===== src/rtl/length_framed_packet_deframer_core_defines.svh =====
// Assertion macros for the length framed packet deframer.
// Needs clk and rst in the scope of the module that uses them.
`ifndef LENGTH_FRAMED_PACKET_DEFRAMER_CORE_DEFINES_SVH
`define LENGTH_FRAMED_PACKET_DEFRAMER_CORE_DEFINES_SVH

// implication checked every clock edge outside reset
`define LFPD_ASSERT(label, prop) \
  label: assert property (@(posedge clk) disable iff (rst) (prop)) \
    else $error("lfpd assertion failed");

// implication checked every clock edge, during reset too
`define LFPD_ASSERT_ALWAYS(label, prop) \
  label: assert property (@(posedge clk) (prop)) \
    else $error("lfpd assertion failed");

`endif


===== src/rtl/lfpd_pkg.sv =====
// Shared types, register codes and small helper functions for the deframer.
// No dependencies.
`default_nettype none
package lfpd_pkg;

  localparam int unsigned MaxMarkerBytes = 8;
  localparam int unsigned AddrWidth      = 6;

  typedef enum logic [2:0] {
    REG_HEADER_PATTERN  = 3'd0,
    REG_HEADER_LENGTH   = 3'd1,
    REG_TRAILER_PATTERN = 3'd2,
    REG_TRAILER_LENGTH  = 3'd3,
    REG_SIZE_OFFSET     = 3'd4,
    REG_SIZE_FORMAT     = 3'd5,
    REG_EXTRA_LENGTH    = 3'd6,
    REG_HEX_PAIR_MODE   = 3'd7
  } reg_index_t;

  localparam logic [1:0] StatusGood       = 2'd0;
  localparam logic [1:0] StatusTrailerBad = 2'd1;
  localparam logic [1:0] StatusTooShort   = 2'd2;

  typedef struct packed {
    logic [7:0] data;
    logic       last;
    logic [1:0] status;
  } result_t;

  function automatic logic [3:0] hex_digit(input logic [7:0] c);
    logic [3:0] d;
    d = 4'd0;
    if (c >= 8'h30 && c <= 8'h39) d = 4'(c - 8'h30);
    else if (c >= 8'h41 && c <= 8'h46) d = 4'(c - 8'h37);
    else if (c >= 8'h61 && c <= 8'h66) d = 4'(c - 8'h57);
    return d;
  endfunction

  function automatic logic [3:0] clamp_len(input logic [3:0] n);
    return (n > 4'(MaxMarkerBytes)) ? 4'(MaxMarkerBytes) : n;
  endfunction

  function automatic logic [63:0] byte_mask(input logic [3:0] n);
    logic [63:0] m;
    m = '0;
    for (int i = 0; i < 8; i++) begin
      if (4'(i) < n) m[8*i +: 8] = 8'hFF;
    end
    return m;
  endfunction

endpackage
`default_nettype wire


===== src/rtl/lfpd_out_fifo.sv =====
// Two-entry result queue between the deframer engine and the output channel.
// Uses lfpd_pkg for the result type.
`default_nettype none
module lfpd_out_fifo
  import lfpd_pkg::*;
(
  input  logic    clk,
  input  logic    rst,
  input  logic    push,
  input  result_t push_data,
  input  logic    pop,
  output result_t head,
  output logic    nonempty,
  output logic    full
);

  result_t    slots [2];
  logic       rd_ptr;
  logic       wr_ptr;
  logic [1:0] count;

  assign head     = slots[rd_ptr];
  assign nonempty = (count != 2'd0);
  assign full     = (count == 2'd2);

  always_ff @(posedge clk) begin
    if (push) slots[wr_ptr] <= push_data;
  end

  always_ff @(posedge clk) begin
    if (rst) begin
      rd_ptr <= 1'b0;
      wr_ptr <= 1'b0;
      count  <= 2'd0;
    end else begin
      if (push) wr_ptr <= ~wr_ptr;
      if (pop)  rd_ptr <= ~rd_ptr;
      count <= count + 2'(push) - 2'(pop);
    end
  end

endmodule
`default_nettype wire


===== src/rtl/length_framed_packet_deframer_core.sv =====
// Length framed packet deframer, top level.
// Uses lfpd_pkg, lfpd_out_fifo and the assertion macros header.
//
// Usage:
//  in_valid/in_stall carries one received byte (or one ASCII hex char in
//  hex pair mode) per request. out_valid/out_stall carries frame bytes with
//  out_last and out_status on the final byte of each frame.
//  Registers sit on an APB-style port at byte address 8*index, 64-bit data.
//  Write them only while the block is idle.
//  A frame byte is registered in the result queue before it shows at the output.
//  Throughput: one input request per cycle while in_stall is low. The request
//  that completes a header is taken, then the header bytes are replayed through
//  the frame logic one per cycle while the result queue has room, and input
//  stalls until the replay is done.
//  A two-entry result queue decouples the sides: input keeps flowing while
//  one result waits, and stalls once the queue is full.
//  Reset (synchronous, rst high) restores register defaults, empties the
//  queue and returns to hunting with an empty header window.
`default_nettype none
`include "length_framed_packet_deframer_core_defines.svh"
module length_framed_packet_deframer_core
  import lfpd_pkg::*;
(
  input  logic                 clk,
  input  logic                 rst,
  input  logic                 in_valid,
  output logic                 in_stall,
  input  logic [7:0]           in_byte,
  output logic                 out_valid,
  input  logic                 out_stall,
  output logic [7:0]           out_byte,
  output logic                 out_last,
  output logic [1:0]           out_status,
  input  logic                 psel,
  input  logic                 penable,
  input  logic                 pwrite,
  input  logic [AddrWidth-1:0] paddr,
  input  logic [63:0]          pwdata,
  output logic [63:0]          prdata,
  output logic                 pready
);

  // ---------------- configuration registers ----------------
  logic [63:0] header_pattern;
  logic [3:0]  header_length;
  logic [63:0] trailer_pattern;
  logic [3:0]  trailer_length;
  logic [7:0]  size_offset;
  logic [3:0]  size_format;
  logic [15:0] extra_length;
  logic        hex_pair_mode;

  reg_index_t  reg_sel;
  logic        cfg_write;

  assign pready    = 1'b1;
  assign reg_sel   = reg_index_t'(paddr[AddrWidth-1:3]);
  assign cfg_write = psel & penable & pwrite & pready;

  always_ff @(posedge clk) begin
    if (rst) begin
      header_pattern  <= '0;
      header_length   <= 4'd7;
      trailer_pattern <= '0;
      trailer_length  <= 4'd5;
      size_offset     <= 8'd7;
      size_format     <= 4'd13;
      extra_length    <= '0;
      hex_pair_mode   <= 1'b1;
    end else if (cfg_write) begin
      case (reg_sel)
        REG_HEADER_PATTERN:  header_pattern  <= pwdata;
        REG_HEADER_LENGTH:   header_length   <= pwdata[3:0];
        REG_TRAILER_PATTERN: trailer_pattern <= pwdata;
        REG_TRAILER_LENGTH:  trailer_length  <= pwdata[3:0];
        REG_SIZE_OFFSET:     size_offset     <= pwdata[7:0];
        REG_SIZE_FORMAT:     size_format     <= pwdata[3:0];
        REG_EXTRA_LENGTH:    extra_length    <= pwdata[15:0];
        REG_HEX_PAIR_MODE:   hex_pair_mode   <= pwdata[0];
        default: ;
      endcase
    end
  end

  always_comb begin
    case (reg_sel)
      REG_HEADER_PATTERN:  prdata = header_pattern;
      REG_HEADER_LENGTH:   prdata = {60'd0, header_length};
      REG_TRAILER_PATTERN: prdata = trailer_pattern;
      REG_TRAILER_LENGTH:  prdata = {60'd0, trailer_length};
      REG_SIZE_OFFSET:     prdata = {56'd0, size_offset};
      REG_SIZE_FORMAT:     prdata = {60'd0, size_format};
      REG_EXTRA_LENGTH:    prdata = {48'd0, extra_length};
      REG_HEX_PAIR_MODE:   prdata = {63'd0, hex_pair_mode};
      default:             prdata = '0;
    endcase
  end

  // ---------------- deframer state ----------------
  logic [63:0] hunt_window,        hunt_window_next;
  logic [3:0]  hunt_fill,          hunt_fill_next;
  logic [63:0] trailer_window,     trailer_window_next;
  logic        in_frame,           in_frame_next;
  logic [33:0] frame_position,     frame_position_next;
  logic [31:0] length_accumulator, length_accumulator_next;
  logic [33:0] frame_total,        frame_total_next;
  logic        early_trailer_seen, early_trailer_seen_next;
  logic [3:0]  hex_high_nibble,    hex_high_nibble_next;
  logic        hex_phase,          hex_phase_next;
  // header replay: captured header and bytes still to replay
  logic [63:0] replay_window,      replay_window_next;
  logic [3:0]  replay_count,       replay_count_next;

  logic    q_full, q_nonempty, q_push, q_pop;
  result_t q_head, res;

  logic       replay_active;
  logic       in_acc;
  logic       byte_ok;
  logic [7:0] dec_byte;
  logic       fb_go;
  logic [7:0] fb_byte;
  logic       hunt_match;

  logic [3:0]  hl, tl;
  logic [2:0]  n_bytes;
  logic [8:0]  field_end;
  logic [33:0] fp_new;
  logic [31:0] acc_new;
  logic [1:0]  k;
  logic        match, last;
  logic [1:0]  status;
  logic [63:0] tw_new;
  logic [63:0] hw_shift;
  logic [2:0]  replay_idx;

  assign replay_active = (replay_count != 4'd0);
  assign in_stall      = replay_active | q_full;
  assign in_acc        = in_valid & ~in_stall;
  assign replay_idx    = 3'(replay_count - 4'd1);

  assign hl      = clamp_len(header_length);
  assign tl      = clamp_len(trailer_length);
  assign n_bytes = 3'({1'b0, size_format[1:0]} + 3'd1);
  assign field_end = {1'b0, size_offset} + 9'(n_bytes);

  // hex pair decoding; in hex pair mode a byte exists only on the low-nibble character
  always_comb begin
    hex_high_nibble_next = hex_high_nibble;
    hex_phase_next       = hex_phase;
    byte_ok              = 1'b0;
    dec_byte             = in_byte;
    if (in_acc) begin
      if (hex_pair_mode) begin
        if (!hex_phase) begin
          hex_high_nibble_next = hex_digit(in_byte);
          hex_phase_next       = 1'b1;
        end else begin
          hex_phase_next = 1'b0;
          byte_ok        = 1'b1;
          dec_byte       = {hex_high_nibble, hex_digit(in_byte)};
        end
      end else begin
        hex_phase_next = 1'b0;
        byte_ok        = 1'b1;
      end
    end
  end

  // one frame byte per cycle while the result queue is not full, from the input or from the header replay
  assign fb_go   = replay_active ? ~q_full : (byte_ok & in_frame);
  assign fb_byte = replay_active ? replay_window[8*replay_idx +: 8] : dec_byte;

  always_comb begin
    tw_new = {trailer_window[55:0], fb_byte};
    fp_new = frame_position + 34'd1;
    k      = 2'(fp_new[1:0] - 2'd1 - size_offset[1:0]);
    acc_new = length_accumulator;
    if (size_format[2]) acc_new = {length_accumulator[23:0], fb_byte};
    else                acc_new = length_accumulator | (32'(fb_byte) << {k, 3'b000});
    match = (tl != 4'd0) && (fp_new >= 34'(tl)) &&
            (((tw_new ^ trailer_pattern) & byte_mask(tl)) == 64'd0);
  end

  assign hw_shift   = {hunt_window[55:0], dec_byte};
  assign hunt_match = byte_ok & ~in_frame & (hl != 4'd0) &
                      (size_offset >= {4'd0, hl}) &
                      (((hunt_fill == 4'd8) ? 4'd8 : hunt_fill + 4'd1) >= hl) &
                      (((hw_shift ^ header_pattern) & byte_mask(hl)) == 64'd0);

  always_comb begin
    hunt_window_next        = hunt_window;
    hunt_fill_next          = hunt_fill;
    trailer_window_next     = trailer_window;
    in_frame_next           = in_frame;
    frame_position_next     = frame_position;
    length_accumulator_next = length_accumulator;
    frame_total_next        = frame_total;
    early_trailer_seen_next = early_trailer_seen;
    replay_window_next      = replay_window;
    replay_count_next       = replay_count;
    last                    = 1'b0;
    status                  = StatusGood;

    if (fb_go) begin
      trailer_window_next = tw_new;
      frame_position_next = fp_new;
      if (fp_new > 34'(size_offset) && fp_new <= 34'(field_end)) begin
        length_accumulator_next = acc_new;
        if (fp_new == 34'(field_end)) begin
          if (size_format[3])
            frame_total_next = 34'(acc_new) + 34'(hl) + 34'(tl) + 34'(n_bytes)
                               + 34'(extra_length);
          else
            frame_total_next = 34'(acc_new);
        end
      end
      if (fp_new >= 34'(field_end)) begin
        if (fp_new > frame_total_next) begin
          last   = 1'b1;
          status = StatusTooShort;
        end else if (fp_new == frame_total_next) begin
          last   = 1'b1;
          status = (tl == 4'd0 || (match && !early_trailer_seen)) ?
                   StatusGood : StatusTrailerBad;
        end
      end
      if (!last && match) early_trailer_seen_next = 1'b1;
      if (last) begin
        in_frame_next    = 1'b0;
        hunt_window_next = '0;
        hunt_fill_next   = '0;
      end
      if (replay_active) replay_count_next = replay_count - 4'd1;
    end else if (byte_ok && !in_frame && hl != 4'd0 &&
                 size_offset >= {4'd0, hl}) begin
      // hunting: shift the byte in and look for the header
      hunt_window_next = hw_shift;
      if (hunt_fill != 4'd8) hunt_fill_next = hunt_fill + 4'd1;
      if (hunt_match) begin
        in_frame_next           = 1'b1;
        frame_position_next     = '0;
        length_accumulator_next = '0;
        frame_total_next        = '0;
        early_trailer_seen_next = 1'b0;
        trailer_window_next     = '0;
        replay_window_next      = hw_shift;
        replay_count_next       = hl;
      end
    end
  end

  always_ff @(posedge clk) begin
    if (rst) begin
      hunt_window        <= '0;
      hunt_fill          <= '0;
      trailer_window     <= '0;
      in_frame           <= 1'b0;
      frame_position     <= '0;
      length_accumulator <= '0;
      frame_total        <= '0;
      early_trailer_seen <= 1'b0;
      hex_high_nibble    <= '0;
      hex_phase          <= 1'b0;
      replay_count       <= '0;
    end else begin
      hunt_window        <= hunt_window_next;
      hunt_fill          <= hunt_fill_next;
      trailer_window     <= trailer_window_next;
      in_frame           <= in_frame_next;
      frame_position     <= frame_position_next;
      length_accumulator <= length_accumulator_next;
      frame_total        <= frame_total_next;
      early_trailer_seen <= early_trailer_seen_next;
      hex_high_nibble    <= hex_high_nibble_next;
      hex_phase          <= hex_phase_next;
      replay_count       <= replay_count_next;
    end
  end

  // replay data needs no reset
  always_ff @(posedge clk) begin
    replay_window <= replay_window_next;
  end

  // ---------------- result queue ----------------
  assign res.data   = fb_byte;
  assign res.last   = last;
  assign res.status = status;
  assign q_push     = fb_go;
  assign q_pop      = q_nonempty & ~out_stall;

  lfpd_out_fifo u_out_fifo (
    .clk       (clk),
    .rst       (rst),
    .push      (q_push),
    .push_data (res),
    .pop       (q_pop),
    .head      (q_head),
    .nonempty  (q_nonempty),
    .full      (q_full)
  );

  assign out_valid  = q_nonempty;
  assign out_byte   = q_head.data;
  assign out_last   = q_head.last;
  assign out_status = q_head.status;

  // ---------------- assertions ----------------
  `LFPD_ASSERT(a_replay_blocks_input, replay_active |-> in_stall)
  `LFPD_ASSERT(a_match_starts_replay, hunt_match |=> (replay_active && in_frame))
  `LFPD_ASSERT(a_status_only_on_last, (out_valid && !out_last) |-> (out_status == StatusGood))
  `LFPD_ASSERT_ALWAYS(a_no_push_when_full, q_full |-> !q_push || q_pop)

endmodule
`default_nettype wire

===== config.mk =====
export PLATFORM = sky130hd
export DESIGN_NAME = length_framed_packet_deframer_core
export DESIGN_NICKNAME = d
export VERILOG_FILES = /design/src/rtl/lfpd_pkg.sv /design/src/rtl/lfpd_out_fifo.sv /design/src/rtl/length_framed_packet_deframer_core.sv
export VERILOG_INCLUDE_DIRS = /design/src /design/src/rtl
export SDC_FILE = /design/constraint.sdc
export NUM_CORES = 1
export LEC_CHECK = 0
export ABC_AREA = 0
export BUFFER_PORTS_ARGS = -buffer_cell sky130_fd_sc_hd__buf_2
export CAP_MARGIN = 10
export CELL_PAD_IN_SITES_DETAIL_PLACEMENT = 2
export CELL_PAD_IN_SITES_GLOBAL_PLACEMENT = 2
export CORE_ASPECT_RATIO = 1.1
export CORE_MARGIN = 5
export CORE_UTILIZATION = 39
export DETAILED_ROUTE_END_ITERATION = 7
export PLACE_DENSITY_LB_ADDON = 0.1
export SKIP_LAST_GASP = 1
export SLEW_MARGIN = 10
export SYNTH_ARGS = -nofsm -noshare
export SYNTH_HDL_FRONTEND = slang
export SYNTH_SLANG_ARGS = --single-unit

===== constraint.sdc =====
create_clock -name clk -period 10.6 [get_ports clk]
set_input_delay 1.06 -clock clk [delete_from_list [all_inputs] [get_ports clk]]
set_output_delay 1.06 -clock clk [all_outputs]
set_load 0.02 [all_outputs]

==> flow_metrics.env <==
export IMPL_status="completed"
export IMPL_skew_ns=0.03491
export IMPL_yosys_warnings=0
export IMPL_slew_headroom_pct=25.52
export IMPL_hp_class="flop to flop"
export IMPL_num_nets_final=3155
export IMPL_clock_latency_ns=0.63
export IMPL_slew_violations=0
export IMPL_hold_end="frame_total[33]"
export IMPL_dieArea_mm2=0.07123
export IMPL_synthSimpleGateAreaFrac_pct=16.12
export IMPL_peakVddDrop_mv=0.1516
export IMPL_grt_pass1_wl_mm=155.7
export IMPL_ff2ff_path_depth=34
export IMPL_synth_nets=3085
export IMPL_tritoncts="built"
export IMPL_drt_first_pass_iters=5
export IMPL_cts_hold_buf=0
export IMPL_worstHoldStart="frame_total[33]"
export IMPL_dp_hpwl_mm=76.10
export IMPL_groute_usage_overall_pct=28.17
export IMPL_cp_max_fo=57
export IMPL_worst_setup_path_end_kind="flop"
export IMPL_grt_use_met3_pct=3.092
export IMPL_r2r_start="replay_count[0]"
export IMPL_cp_start_kind="flop"
export IMPL_drt_iter0_drc=1324
export IMPL_async_flop_share_pct=0
export IMPL_muxShareOfSynthArea_pct=5.373
export IMPL_max_stage_delay_ns=0.66
export IMPL_vias_per_cell=5.948
export IMPL_drc=0
export IMPL_cts_num_sinks=483
export IMPL_leakage_uw=0.01143
export IMPL_grt_use_met2_pct=52.67
export IMPL_grt_busiest_layer="met2"
export IMPL_ys_seq_area_share_pct=40.92
export IMPL_core_area_mm2=0.06523
export IMPL_ys_flop_type="dfxtp_1"
export IMPL_die_w_um=254.9
export IMPL_ys_ff_latch=483
export IMPL_dp_slack_ns=0.5268
export IMPL_drv_cap=0
export IMPL_h_tree_depth=2
export IMPL_synth_xor_area_share_pct=6.671
export IMPL_cp_slowest_cell="or3b_2"
export IMPL_hold_viol_final=0
export IMPL_worstPathRequired_ns=11.16
export IMPL_ys_types=80
export IMPL_detail_route_wl_per_cell_um=27.10
export IMPL_grt_overflow=0
export IMPL_clock_root_buffer="clkbuf_16"
export IMPL_synthAdderAreaFrac_pct=7.517
export IMPL_r2r_slack_ns=0.77
export IMPL_cts_buffers=56
export IMPL_route_vias_total=22720
export IMPL_met1_usage_pct=34.17
export IMPL_whs_ns=0.4601
export IMPL_drive_above_1_share_pct=12.73
export IMPL_grt_antenna_before_repair=5
export IMPL_grt_pass1_vias=24670
export IMPL_fin_util_pct=44.79
export IMPL_start_util_pct=39.45
export IMPL_postCtsSetupRepairBufs=0
export IMPL_grt_setup_unrepaired="false"
export IMPL_synth_compound_area_share_pct=19.24
export IMPL_postSynthAreaPerCell_um2=9.023
export IMPL_drtAntennaViolNets=0
export IMPL_grt_max_degree=155
export IMPL_setup_violations=0
export IMPL_io_pins=163
export IMPL_ctsResizeCount=0
export IMPL_tightest_slew_ns=1.117
export IMPL_post_route_min_period_ns=9.835
export IMPL_rows=98
export IMPL_layout_common_cells="nand2_1 (443), dfxtp_1 (397), a21oi_1 (282), a22o_1 (194), buf_2 (157)"
export IMPL_period_share_pct=92.78
export IMPL_finalSetupTns_ns=0
export IMPL_area_delta_synth_final_pct=13.55
export IMPL_final_common_cell="nand2_1"
export IMPL_synth_edf_count=86
export IMPL_r2r_end="hunt_window[4]"
export IMPL_cp_common_cell="ha_1"
export IMPL_max_freq_mhz=101.7
export IMPL_cts_reportedPaths_clkPinSlew_ns=0.06
export IMPL_die_h_um=279.4
export IMPL_arrival_ns=10.39
export IMPL_syn_cell_area_mm2=0.02573
export IMPL_fin_ws_ns=0.7653
export IMPL_wl_mm=103.5
export IMPL_clockBufferDepth=3
export IMPL_synth_top_family_by_area="compound AO/OA/AOI/OAI gates"
export IMPL_power_density_mw_per_mm2=234.7
export IMPL_place_gp_congestion=0.8744
export IMPL_startpoint="replay_count[0]"
export IMPL_netlist_instances=2852
export IMPL_port_buffers=158
export IMPL_hold_depth=1
export IMPL_crit_type="flop to flop"
## report_power, final
part	total [uW]	switching, uW	internal [uW]
sequential	2150	118	2030
clock	2040	844	1190
combinational	2670	1840	834
## cells in the mapped netlist (11+ instances only)
cell	instances	area share [%]
buf_1	15	0.22
ha_1	137	6.7
nand3_1	87	1.7
and3_1	15	0.36
or2_2	14	0.34
inv_1	78	1.1
mux4_2	14	1.2
o211ai_1	17	0.50
and2_1	13	0.32
a211oi_1	18	0.53
xor2_1	53	1.8
a311oi_1	14	0.48
a21oi_1	282	5.5
nor2b_1	16	0.39
nand2_1	445	6.5
nor2_1	131	1.9
clkbuf_1	154	2.2
a22o_1	194	6.6
edfxtp_1	86	10
nor3_1	47	0.91
o21ai_0	67	1.3
nand2b_1	26	0.63
a31oi_1	15	0.36
mux2_2	29	1.3
mux2i_1	74	2.9
buf_2	16	0.31
nor4_1	25	0.61
nand4_1	49	1.2
a21o_1	17	0.50
fa_1	11	0.86
o21a_1	13	0.38
dfxtp_1	397	31
xnor2_1	143	4.9
## metrics by stage
stage               total power (uW)  std cells  cell area, um2
floorplan                       3722       2852           25730
global placement                4724       3714           27290
detailed placement              4828       3714           27290
CTS                             6889       3819           29210
global route                    7156       3819           29220
finish                          6858       3820           29220
## worst max-delay path: cells and delay by family, from the launching register on
family                     cells  cell delay (ns)
and+or+nand+nor               11             3.42
AOI/OAI and AO/OA             11             2.79
adders and majority gates      6             1.87
buffers and inverters          4             0.94
DFF                            1             0.31
xor gates and xnor gates       1             0.22
muxes                          1             0.15
## worst max path at each step
| stage | endpoint | slack [ns] | cells after the start |
|---|---|---|---|
| global route | hunt_window[4] | 0.29 | 34 |
| floorplan | hunt_window[26] | 2.12 | 37 |
| finish | hunt_window[4] | 0.77 | 34 |
| CTS | hunt_window[15] | 0.61 | 34 |
| global placement | hunt_window[3] | 0.90 | 31 |
| detailed placement | hunt_window[34] | 0.53 | 33 |
## final cells by class
class / instances / area (um2)
antenna: 1 / 2.502
clock buffer: 69 / 1521
clock inverter: 36 / 402.9
fill: 7053 / 36010
inverter: 81 / 304.0
multi-input combinational: 2098 / 14240
sequential: 483 / 10530
tap: 850 / 1064
timing repair buffer: 202 / 1155
## state kept, by name, indices dropped and copies added (netlist names), 8 cells and up, named ones only
register            count
trailer_window         56
header_pattern         64
extra_length           16
hunt_window            56
frame_total            34
size_offset             8
frame_position         34
trailer_pattern        64
length_accumulator     32
replay_window          64
u_out_fifo.slots       22
## metal layers
metal,routed length (um),part of all wire [%]
met5,0,0
met1,42180,41
met4,3085,3.0
met2,54550,53
met3,3707,3.6
## logic make-up (layout without fill, tap and decap cells)
logic type,after synthesis,count (layout)
compound gates,729,729
xor+xnor,196,196
fa+ha+maj,148,148
buf+inv,271,388
flops,483,483
mux,117,117
other cells,1,2
simple gates,907,907
No activity file was read; power rests on OpenSTA's default activity.
